==> src/sv/keyed_fifo_queue_assert.svh <==
// ----------------------------------------------------------------------------
// keyed_fifo_queue assertion macros
// Concurrent assertion wrappers clocked on clk_i, disabled during reset.
// ----------------------------------------------------------------------------
`ifndef KEYED_FIFO_QUEUE_ASSERT_SVH
`define KEYED_FIFO_QUEUE_ASSERT_SVH

// property holds at every edge
`define KFQ_ASSERT_ALWAYS(lbl, prop, msg) \
  lbl: assert property (@(posedge clk_i) disable iff (!rst_ni) (prop)) else $error(msg);

// consequent holds in the same cycle as the antecedent
`define KFQ_ASSERT_IMP(lbl, ante, cons, msg) \
  lbl: assert property (@(posedge clk_i) disable iff (!rst_ni) (ante) |-> (cons)) \
    else $error(msg);

// consequent holds in the cycle after the antecedent
`define KFQ_ASSERT_NEXT(lbl, ante, cons, msg) \
  lbl: assert property (@(posedge clk_i) disable iff (!rst_ni) (ante) |=> (cons)) \
    else $error(msg);

`endif

==> src/sv/kfq_pkg.sv <==
// ----------------------------------------------------------------------------
// kfq_pkg
// Shared constants, control word types and helpers of the keyed FIFO queue.
// ----------------------------------------------------------------------------
package kfq_pkg;

  localparam int unsigned DEPTH  = 16;
  localparam int unsigned ADDR_W = $clog2(DEPTH);
  localparam int unsigned CNT_W  = $clog2(DEPTH + 1);

  localparam int unsigned OP_W  = 3;
  localparam int unsigned KEY_W = 32;
  localparam int unsigned VAL_W = 32;
  localparam int unsigned ST_W  = 2;

  localparam int unsigned IN_PAYLOAD_W  = KEY_W + VAL_W;
  localparam int unsigned IN_TDATA_W    = ((IN_PAYLOAD_W + 7) / 8) * 8;
  localparam int unsigned OUT_PAYLOAD_W = KEY_W + VAL_W + 2 * CNT_W;
  localparam int unsigned OUT_TDATA_W   = ((OUT_PAYLOAD_W + 7) / 8) * 8;

  localparam logic [OP_W-1:0] OP_ENQ   = 3'd0;
  localparam logic [OP_W-1:0] OP_DEQ   = 3'd1;
  localparam logic [OP_W-1:0] OP_PEEK  = 3'd2;
  localparam logic [OP_W-1:0] OP_FIND  = 3'd3;
  localparam logic [OP_W-1:0] OP_PURGE = 3'd4;

  localparam logic [ST_W-1:0] ST_OK       = 2'd0;
  localparam logic [ST_W-1:0] ST_EMPTY    = 2'd1;
  localparam logic [ST_W-1:0] ST_FULL     = 2'd2;
  localparam logic [ST_W-1:0] ST_NOTFOUND = 2'd3;

  typedef enum logic [2:0] {
    A_NONE,
    A_ENQ,
    A_RDHEAD,
    A_TAKE,
    A_SCINIT,
    A_SCAN,
    A_SCEND,
    A_EMIT
  } act_e;

  typedef struct packed {
    logic accept;
    act_e act;
  } ctrl_t;

  typedef struct packed {
    logic empty;
    logic scan_more;
  } flags_t;

  typedef struct packed {
    logic [ST_W-1:0]  status;
    logic [KEY_W-1:0] key;
    logic [VAL_W-1:0] value;
    logic [CNT_W-1:0] removed;
    logic [CNT_W-1:0] occupancy;
  } result_t;

  function automatic logic [ADDR_W-1:0] ptr_inc(input logic [ADDR_W-1:0] p);
    logic [ADDR_W-1:0] r;
    if (p == ADDR_W'(DEPTH - 1)) begin
      r = '0;
    end else begin
      r = p + 1'b1;
    end
    return r;
  endfunction

endpackage

==> src/sv/kfq_useq.sv <==
// ----------------------------------------------------------------------------
// kfq_useq
// Microcode sequencer: step counter, control store and jump logic.
// ----------------------------------------------------------------------------
module kfq_useq (
  input  logic                     clk_i,
  input  logic                     rst_ni,
  input  logic                     in_valid_i,
  input  logic [kfq_pkg::OP_W-1:0] opcode_i,
  input  kfq_pkg::flags_t          flags_i,
  input  logic                     out_free_i,
  output kfq_pkg::ctrl_t           ctrl_o
);

  typedef logic [2:0] upc_t;

  typedef enum logic [2:0] {
    J_NEXT,
    J_DISPATCH,
    J_EMPTY,
    J_LOOP,
    J_OUTFREE,
    J_ALWAYS
  } jc_e;

  typedef struct packed {
    logic          accept;
    kfq_pkg::act_e act;
    jc_e           jc;
    upc_t          target;
  } uword_t;

  localparam upc_t U_IDLE = 3'd0;
  localparam upc_t U_ENQ  = 3'd1;
  localparam upc_t U_RDH  = 3'd2;
  localparam upc_t U_TAKE = 3'd3;
  localparam upc_t U_SCI  = 3'd4;
  localparam upc_t U_SCAN = 3'd5;
  localparam upc_t U_SCE  = 3'd6;
  localparam upc_t U_FIN  = 3'd7;

  function automatic uword_t rom(input upc_t a);
    uword_t w;
    case (a)
      U_IDLE:  w = '{1'b1, kfq_pkg::A_NONE,   J_DISPATCH, U_IDLE};
      U_ENQ:   w = '{1'b0, kfq_pkg::A_ENQ,    J_ALWAYS,   U_FIN};
      U_RDH:   w = '{1'b0, kfq_pkg::A_RDHEAD, J_EMPTY,    U_FIN};
      U_TAKE:  w = '{1'b0, kfq_pkg::A_TAKE,   J_ALWAYS,   U_FIN};
      U_SCI:   w = '{1'b0, kfq_pkg::A_SCINIT, J_EMPTY,    U_FIN};
      U_SCAN:  w = '{1'b0, kfq_pkg::A_SCAN,   J_LOOP,     U_SCE};
      U_SCE:   w = '{1'b0, kfq_pkg::A_SCEND,  J_NEXT,     U_FIN};
      U_FIN:   w = '{1'b0, kfq_pkg::A_EMIT,   J_OUTFREE,  U_IDLE};
      default: w = '{1'b0, kfq_pkg::A_NONE,   J_ALWAYS,   U_IDLE};
    endcase
    return w;
  endfunction

  function automatic upc_t dispatch(input logic [kfq_pkg::OP_W-1:0] op);
    upc_t t;
    case (op) inside
      kfq_pkg::OP_ENQ:                   t = U_ENQ;
      kfq_pkg::OP_DEQ, kfq_pkg::OP_PEEK:  t = U_RDH;
      kfq_pkg::OP_FIND, kfq_pkg::OP_PURGE: t = U_SCI;
      default:                           t = U_FIN;
    endcase
    return t;
  endfunction

  upc_t   upc_q, upc_d;
  uword_t uw;

  always_comb begin
    uw    = rom(upc_q);
    upc_d = upc_q + 1'b1;
    case (uw.jc)
      J_NEXT:     upc_d = upc_q + 1'b1;
      J_DISPATCH: upc_d = in_valid_i ? dispatch(opcode_i) : upc_q;
      J_EMPTY:    if (flags_i.empty) upc_d = uw.target;
      J_LOOP:     if (flags_i.scan_more) upc_d = upc_q;
      J_OUTFREE:  upc_d = out_free_i ? uw.target : upc_q;
      J_ALWAYS:   upc_d = uw.target;
      default:    upc_d = U_IDLE;
    endcase
  end

  always_ff @(posedge clk_i or negedge rst_ni) begin
    if (!rst_ni) begin
      upc_q <= U_IDLE;
    end else begin
      upc_q <= upc_d;
    end
  end

  assign ctrl_o.accept = uw.accept;
  assign ctrl_o.act    = uw.act;

endmodule

==> src/sv/kfq_dp.sv <==
// ----------------------------------------------------------------------------
// kfq_dp
// Datapath: circular entry store, head/tail pointers and scan/compact unit.
// ----------------------------------------------------------------------------
`include "keyed_fifo_queue_assert.svh"

module kfq_dp (
  input  logic                      clk_i,
  input  logic                      rst_ni,
  input  kfq_pkg::ctrl_t            ctrl_i,
  input  logic                      in_valid_i,
  input  logic [kfq_pkg::OP_W-1:0]  opcode_i,
  input  logic [kfq_pkg::KEY_W-1:0] key_i,
  input  logic [kfq_pkg::VAL_W-1:0] value_i,
  output kfq_pkg::flags_t           flags_o,
  output kfq_pkg::result_t          result_o
);

  localparam int unsigned ENT_W = kfq_pkg::KEY_W + kfq_pkg::VAL_W;

  logic [ENT_W-1:0] mem_q [kfq_pkg::DEPTH];
  logic [ENT_W-1:0] rdata_q;

  logic [kfq_pkg::ADDR_W-1:0] head_q, head_d, tail_q, tail_d;
  logic [kfq_pkg::ADDR_W-1:0] rptr_q, rptr_d, wptr_q, wptr_d;
  logic [kfq_pkg::CNT_W-1:0]  count_q, count_d, left_q, left_d, kept_q, kept_d;
  logic [kfq_pkg::CNT_W-1:0]  removed_q, removed_d;
  logic                       pend_q, pend_d;
  logic [kfq_pkg::OP_W-1:0]   op_q, op_d;
  logic [kfq_pkg::KEY_W-1:0]  key_q, key_d, okey_q, okey_d;
  logic [kfq_pkg::VAL_W-1:0]  val_q, val_d, oval_q, oval_d;
  logic [kfq_pkg::ST_W-1:0]   status_q, status_d;

  logic                       rd_en, wr_en;
  logic [kfq_pkg::ADDR_W-1:0] rd_addr, wr_addr;
  logic [ENT_W-1:0]           wr_data;
  logic [kfq_pkg::KEY_W-1:0]  rkey;
  logic [kfq_pkg::VAL_W-1:0]  rval;
  logic                       empty, is_find, issue, match;

  assign rkey    = rdata_q[kfq_pkg::KEY_W-1:0];
  assign rval    = rdata_q[ENT_W-1:kfq_pkg::KEY_W];
  assign empty   = (count_q == '0);
  assign is_find = (op_q == kfq_pkg::OP_FIND);
  assign issue   = (left_q != '0);
  assign match   = pend_q && (rkey == key_q);

  always_comb begin
    head_d    = head_q;
    tail_d    = tail_q;
    count_d   = count_q;
    rptr_d    = rptr_q;
    wptr_d    = wptr_q;
    left_d    = left_q;
    kept_d    = kept_q;
    removed_d = removed_q;
    pend_d    = pend_q;
    op_d      = op_q;
    key_d     = key_q;
    val_d     = val_q;
    okey_d    = okey_q;
    oval_d    = oval_q;
    status_d  = status_q;
    rd_en     = 1'b0;
    rd_addr   = head_q;
    wr_en     = 1'b0;
    wr_addr   = tail_q;
    wr_data   = {val_q, key_q};

    if (ctrl_i.accept && in_valid_i) begin
      op_d      = opcode_i;
      key_d     = key_i;
      val_d     = value_i;
      status_d  = kfq_pkg::ST_OK;
      okey_d    = '0;
      oval_d    = '0;
      removed_d = '0;
    end

    case (ctrl_i.act)
      kfq_pkg::A_ENQ: begin
        if (count_q == kfq_pkg::CNT_W'(kfq_pkg::DEPTH)) begin
          status_d = kfq_pkg::ST_FULL;
        end else begin
          wr_en   = 1'b1;
          tail_d  = kfq_pkg::ptr_inc(tail_q);
          count_d = count_q + 1'b1;
        end
      end
      kfq_pkg::A_RDHEAD: begin
        if (empty) begin
          status_d = kfq_pkg::ST_EMPTY;
        end else begin
          rd_en = 1'b1;
        end
      end
      kfq_pkg::A_TAKE: begin
        okey_d = rkey;
        oval_d = rval;
        if (op_q == kfq_pkg::OP_DEQ) begin
          head_d    = kfq_pkg::ptr_inc(head_q);
          count_d   = count_q - 1'b1;
          removed_d = kfq_pkg::CNT_W'(1);
        end
      end
      kfq_pkg::A_SCINIT: begin
        if (empty) begin
          status_d = kfq_pkg::ST_EMPTY;
        end else begin
          status_d = kfq_pkg::ST_NOTFOUND;
          rptr_d   = head_q;
          wptr_d   = head_q;
          left_d   = count_q;
          kept_d   = '0;
          pend_d   = 1'b0;
        end
      end
      kfq_pkg::A_SCAN: begin
        if (issue) begin
          rd_en   = 1'b1;
          rd_addr = rptr_q;
          rptr_d  = kfq_pkg::ptr_inc(rptr_q);
          left_d  = left_q - 1'b1;
        end
        pend_d = issue;
        if (match) begin
          status_d = kfq_pkg::ST_OK;
          if (is_find) begin
            okey_d = rkey;
            oval_d = rval;
          end else begin
            removed_d = removed_q + 1'b1;
          end
        end else if (pend_q && !is_find) begin
          wr_en   = 1'b1;
          wr_addr = wptr_q;
          wr_data = rdata_q;
          wptr_d  = kfq_pkg::ptr_inc(wptr_q);
          kept_d  = kept_q + 1'b1;
        end
      end
      kfq_pkg::A_SCEND: begin
        if (!is_find) begin
          count_d = kept_q;
          tail_d  = wptr_q;
        end
      end
      default: begin
      end
    endcase
  end

  always_ff @(posedge clk_i) begin
    if (wr_en) begin
      mem_q[wr_addr] <= wr_data;
    end
    if (rd_en) begin
      rdata_q <= mem_q[rd_addr];
    end
  end

  always_ff @(posedge clk_i or negedge rst_ni) begin
    if (!rst_ni) begin
      head_q  <= '0;
      tail_q  <= '0;
      count_q <= '0;
      rptr_q  <= '0;
      wptr_q  <= '0;
      left_q  <= '0;
      kept_q  <= '0;
      pend_q  <= 1'b0;
      op_q    <= kfq_pkg::OP_ENQ;
    end else begin
      head_q  <= head_d;
      tail_q  <= tail_d;
      count_q <= count_d;
      rptr_q  <= rptr_d;
      wptr_q  <= wptr_d;
      left_q  <= left_d;
      kept_q  <= kept_d;
      pend_q  <= pend_d;
      op_q    <= op_d;
    end
  end

  always_ff @(posedge clk_i) begin
    key_q     <= key_d;
    val_q     <= val_d;
    okey_q    <= okey_d;
    oval_q    <= oval_d;
    status_q  <= status_d;
    removed_q <= removed_d;
  end

  assign flags_o.empty     = empty;
  assign flags_o.scan_more = issue && !(is_find && match);

  assign result_o.status    = status_q;
  assign result_o.key       = okey_q;
  assign result_o.value     = oval_q;
  assign result_o.removed   = removed_q;
  assign result_o.occupancy = count_q;

  `KFQ_ASSERT_ALWAYS(a_count_bound,
    count_q <= kfq_pkg::CNT_W'(kfq_pkg::DEPTH),
    "count above depth")
  `KFQ_ASSERT_IMP(a_write_src, wr_en,
    (ctrl_i.act == kfq_pkg::A_ENQ) || (ctrl_i.act == kfq_pkg::A_SCAN),
    "store write outside enqueue or scan")
  `KFQ_ASSERT_NEXT(a_enq_grow,
    (ctrl_i.act == kfq_pkg::A_ENQ) && (count_q != kfq_pkg::CNT_W'(kfq_pkg::DEPTH)),
    count_q == $past(count_q) + 1'b1,
    "enqueue did not grow count")

endmodule

==> src/sv/keyed_fifo_queue.sv <==
// ----------------------------------------------------------------------------
// keyed_fifo_queue
// Bounded FIFO of key/value entries with peek, key search and key purge.
// ----------------------------------------------------------------------------
// Usage:
//   s_axis carries one command per transaction: tuser holds the opcode
//   (enqueue, dequeue, peek, find, purge), tdata the key and value.
//   m_axis returns exactly one result per command: tuser holds the status,
//   tdata the returned key, value, removed count and occupancy.
// Steps:
//   enqueue writes the entry and goes to the result step; dequeue/peek
//   read the head entry, then take it; an unknown opcode goes straight to
//   the result step; find/purge scan the store one entry per cycle, find
//   stopping at its first hit. On an empty store dequeue, peek, find and
//   purge go straight to the result step. One command is in work at a time;
//   the next is taken once the result is in the output register.
// Reset:
//   The queue is empty after reset; no clearing pass is needed.
// Stall:
//   A result waits in the output register while m_axis_tready is low; the
//   next command is still accepted and runs up to its result step, where
//   it holds until the register frees.
// ----------------------------------------------------------------------------
module keyed_fifo_queue (
  input  logic                             clk_i,
  input  logic                             rst_ni,
  input  logic                             s_axis_tvalid,
  output logic                             s_axis_tready,
  // [31:0] entry_key, [63:32] entry_value
  input  logic [kfq_pkg::IN_TDATA_W-1:0]   s_axis_tdata,
  // [2:0] opcode
  input  logic [kfq_pkg::OP_W-1:0]         s_axis_tuser,
  output logic                             m_axis_tvalid,
  input  logic                             m_axis_tready,
  // [31:0] out_key, [63:32] out_value, [68:64] removed_count,
  // [73:69] occupancy, rest zero
  output logic [kfq_pkg::OUT_TDATA_W-1:0]  m_axis_tdata,
  // [1:0] status
  output logic [kfq_pkg::ST_W-1:0]         m_axis_tuser
);

  kfq_pkg::ctrl_t   ctrl;
  kfq_pkg::flags_t  flags;
  kfq_pkg::result_t res;

  logic                            out_valid_q;
  logic [kfq_pkg::OUT_TDATA_W-1:0] out_data_q;
  logic [kfq_pkg::ST_W-1:0]        out_user_q;
  logic                            out_free, load;

  assign out_free = !out_valid_q || m_axis_tready;
  assign load     = (ctrl.act == kfq_pkg::A_EMIT) && out_free;

  kfq_useq u_useq (
    .clk_i      (clk_i),
    .rst_ni     (rst_ni),
    .in_valid_i (s_axis_tvalid),
    .opcode_i   (s_axis_tuser),
    .flags_i    (flags),
    .out_free_i (out_free),
    .ctrl_o     (ctrl)
  );

  kfq_dp u_dp (
    .clk_i      (clk_i),
    .rst_ni     (rst_ni),
    .ctrl_i     (ctrl),
    .in_valid_i (s_axis_tvalid),
    .opcode_i   (s_axis_tuser),
    .key_i      (s_axis_tdata[kfq_pkg::KEY_W-1:0]),
    .value_i    (s_axis_tdata[kfq_pkg::KEY_W+kfq_pkg::VAL_W-1:kfq_pkg::KEY_W]),
    .flags_o    (flags),
    .result_o   (res)
  );

  always_ff @(posedge clk_i or negedge rst_ni) begin
    if (!rst_ni) begin
      out_valid_q <= 1'b0;
    end else if (load) begin
      out_valid_q <= 1'b1;
    end else if (m_axis_tready) begin
      out_valid_q <= 1'b0;
    end
  end

  always_ff @(posedge clk_i) begin
    if (load) begin
      out_data_q <= kfq_pkg::OUT_TDATA_W'({res.occupancy, res.removed, res.value, res.key});
      out_user_q <= res.status;
    end
  end

  assign s_axis_tready = ctrl.accept;
  assign m_axis_tvalid = out_valid_q;
  assign m_axis_tdata  = out_data_q;
  assign m_axis_tuser  = out_user_q;

endmodule
==> config.mk <==
export PLATFORM = sky130hd
export DESIGN_NAME = keyed_fifo_queue
export DESIGN_NICKNAME = d
export VERILOG_FILES = /design/src/sv/kfq_pkg.sv /design/src/sv/kfq_useq.sv /design/src/sv/kfq_dp.sv /design/src/sv/keyed_fifo_queue.sv
export VERILOG_INCLUDE_DIRS = /design/src /design/src/sv
export SDC_FILE = /design/constraint.sdc
export NUM_CORES = 2
export LEC_CHECK = 0
export BUFFER_PORTS_ARGS = -buffer_cell sky130_fd_sc_hd__buf_2
export CAP_MARGIN = 20
export CORE_MARGIN = 3
export CORE_UTILIZATION = 59
export DETAILED_ROUTE_END_ITERATION = 8
export GPL_ROUTABILITY_DRIVEN = 0
export GPL_TIMING_DRIVEN = 0
export PLACE_DENSITY = 0.72
export SLEW_MARGIN = 20
export SYNTH_ARGS = -nofsm -noshare
export SYNTH_HDL_FRONTEND = slang
export SYNTH_SLANG_ARGS = --single-unit
==> constraint.sdc <==
create_clock -name clk_i -period 16.08 [get_ports clk_i]
set_input_delay 0.804 -clock clk_i [delete_from_list [all_inputs] [get_ports clk_i]]
set_output_delay 0.804 -clock clk_i [all_outputs]
set_load 0.02 [all_outputs]
==> flow_summary_export.csv <==
group,metric,value,unit
detailed_routing,vias,29520,
sta,max_freq,0.2071,GHz
detailed_routing,avgViaCountPerCell,6.514,
floorplanning,coreArea,85820,sq um
worst_setup_path,start_kind,"flip-flop",
clocking,clockBufferDepth,3,
synthesis,seq_area_frac_synth,76.43,%
global_routing,busiest_layer,"met2",
job,maxCapViolCount,0,
worst_setup_path,crit_top_cell,"buf_2",
worst_setup_path,crit_fanout,10,
placement,hpwl,91120,microns
floorplanning,core.rowCount,107,
global_routing,grt_use_met2,48.61,%
detailed_routing,ant_nets,0,
sta,rsz0062_at_grt,"no",
synthesis,netlist.area_leader.share,71.77,%
outcome,outcome,"finished clean",
finish,nets,3360,
clocking,cts_max_level,4,
clocking,clkTransAtPathRegs,0.06,ns
detailed_routing,drc,0,
worst_setup_path,crit_type,"reg2reg",
synthesis,syn_area,51380,sq um
floorplanning,io-pin-count,155,
finish,fillers,5317,
power_and_ir_drop,p_leak,22.09,nW
global_routing,grt_max_degree,40,
finish,final_common_cell,"edfxtp_1",
finish,area_growth_syn_to_layout,16.71,%
hold_path,worst_hold_path_type,"in2async",
clocking,hold_buffers,0,
global_routing,use_met1,41.52,%
sta,worstMarginPinSlew,1.195,ns
power_and_ir_drop,ir_worst_vdd,119.2,uV
sta,layout_min_cycle_time,4.829,ns
synthesis,synthTopCellsByArea,"edfxtp_1 (72%), mux2i_1 (10%), o22ai_1 (3.2%)",
worst_setup_path,crit_path_max_incr_delay,0.56,ns
global_routing,grtUsageMet3,7.753,%
synthesis,ys_types,69,
clocking,clock-root-buffer,"clkbuf_16",
worst_setup_path,crit_chain,"xnor2_1 > nand4_1 > nor4_2 > buf_4 > and3_1 > buf_2 > or3_1 > buf_2 > buf_2 > o32ai_4 > buf_6 > buf_8 > buf_8 > buf_6",
global_routing,antenna_found_initial,4,
sta,tns,0,ns
sta,max-slew-margin-rel,20.36,%
detailed_routing,first_pass_iters,5,
clocking,post_cts_buffers,0,
finish,drive_gt1_share,20.34,%
clocking,insertion_delay,0.75,ns
floorplanning,dieArea,90660,sq um
synthesis,synth.avg_cell_area,17.92,sq um
detailed_routing,drt_iter0_markers,3990,
synthesis,synthCells,2868,
sta,fin_skew,0.04071,ns
sta,holdWs,0.1880,ns
global_routing,grt_pass1_wl,199100,microns
floorplanning,die_h,301.1,microns
sta,slew_violations,0,
worst_setup_path,critPathRequiredTime,16.56,ns
detailed_routing,routed_wl,139800,microns
synthesis,synth-async-reset-ratio,2.915,%
global_routing,track_usage,30.96,%
global_routing,overflow,0,
clocking,cts_tree,"built",
floorplanning,dieWidth,301.1,microns
synthesis,yosys_warnings,0,
clocking,cts_resized,0,
global_routing,grt_pass1_vias,29200,
worst_setup_path,worst_setup_path_end_kind,"flip-flop",
synthesis,synth_area_leader_cell,"edfxtp_1",
synthesis,synth_edf_count,1228,
synthesis,synthFlopType,"edfxtp_1",
sta,hold_viol,0,
sta,final-setup-viol-count,0,
detailed_routing,drt-wirelength-per-cell,30.85,microns
power_and_ir_drop,p_per_area,177.7,nW/um^2
synthesis,postSynthRegisterBits,1338,
floorplanning,initial_core_util,59.87,%
worst_setup_path,arrival,5.31,ns
sta,fin_crit_sh,30.03,%
clocking,cts_sinks,1338,
worst_setup_path,critPathSlowestCell,"xnor2_1",
placement,portBuffers,148,
clocking,cts_inserted_buffers,135,
finish,layout_common_cells,"edfxtp_1 (1,228), mux2i_1 (518), o22ai_1 (260)",
==> state kept, by name, summed over array words and instances, names as in the netlist, 4 cells and up <==
register / count
m_axis_tdata: 74
u_dp.val_q: 32
u_dp.tail_q: 4
u_dp.left_q: 5
u_dp.rptr_q: 4
u_dp.count_q: 5
u_dp.head_q: 4
u_dp.removed_q: 5
u_dp.key_q: 32
u_dp.okey_q: 32
u_dp.mem_q: 1024
u_dp.rdata_q: 64
u_dp.kept_q: 5
u_dp.wptr_q: 4
u_dp.oval_q: 32
==> cells in the mapped netlist, drive strengths merged, types with 34 or more instances <==
library cell / number
mux2i: 518
nand2: 51
dfxtp: 71
mux2: 75
buf: 130
nor2: 34
o22ai: 262
or4: 66
a22o: 64
o21ai: 35
edfxtp: 1228
dfrtp: 39
==> through the flow <==
step	util [%]	area, sq um	cells	setup WS (ns)	power [W]
global placement	62.43	53570	4165	1.426	0.007507
finish	69.88	59970	4532	11.25	0.01066
floorplan	-	51400	2873	8.924	0.006477
global route	69.86	59950	4527	11.16	0.01099
CTS	69.85	59940	4526	11.38	0.01063
detailed placement	64.94	55720	4275	11.43	0.007674
==> kinds of logic (layout without fill, tap and decap cells) <==
group,count (synthesis),count (layout),synth area share (%)
compound gates,460,460,6.156
xor+xnor,35,35,0.5966
fa+ha+maj,20,20,0.5016
buf+inv,176,686,1.751
flops,1338,1338,76.43
mux,593,593,11.74
other cells,1,11,0.007298
simple gates,245,245,2.817
==> final timing paths <==
path / start / end / slack, ns / cells after the start
setup / recovery: u_dp.rdata_q[12] / u_dp.mem_q[4][19] / 11.25 / 14
hold / removal: rst_ni / u_dp.op_q[2] / 0.19 / 1
setup reg to reg: u_dp.rdata_q[12] / u_dp.mem_q[4][19] / 11.25 / 14
hold reg to reg: u_dp.oval_q[11] / m_axis_tdata[43] / 0.43 / 0
max in group asynchronous: rst_ni / u_dp.tail_q[1] / 15.25 / 1
min in group clk_i: s_axis_tdata[38] / u_dp.val_q[6] / 0.24 / 1
==> layout make-up <==
cell class	instances	area, sq um	share of cell area [%]
repair buffers	259	2567	4.282
diodes	5	12.51	0.02087
well taps	1144	1431	2.387
clock inverters	65	556.8	0.9285
flip-flops and latches	1338	39270	65.49
inverters	17	66.31	0.1106
plain buffers	159	839.6	1.400
clock buffers	186	3661	6.105
multi-input cells	1359	11560	19.28
==> report_power, final <==
part	internal, W	switching, W	leakage, nW
clock	0.00168	0.00130	2.04
sequential	0.00440	0.000260	12.2
combinational	0.00108	0.00194	7.86
==> worst max-delay path, delay by kind of cell, from the launching register on <==
kind | cells | cell delay, ns
buffers and inverters | 8 | 2.25
and+or+nand+nor | 4 | 1.03
xor gates and xnor gates | 1 | 0.56
DFF | 1 | 0.47
AOI/OAI and AO/OA | 1 | 0.22
==> metal layers <==
metal  vias up  wire, microns
met5         -             13
met4         2           6196
met3       359          16270
met2      1931          65390
met1     14800          51930
li1      12430              -
Note: power is estimated with default switching activity, not from simulation.
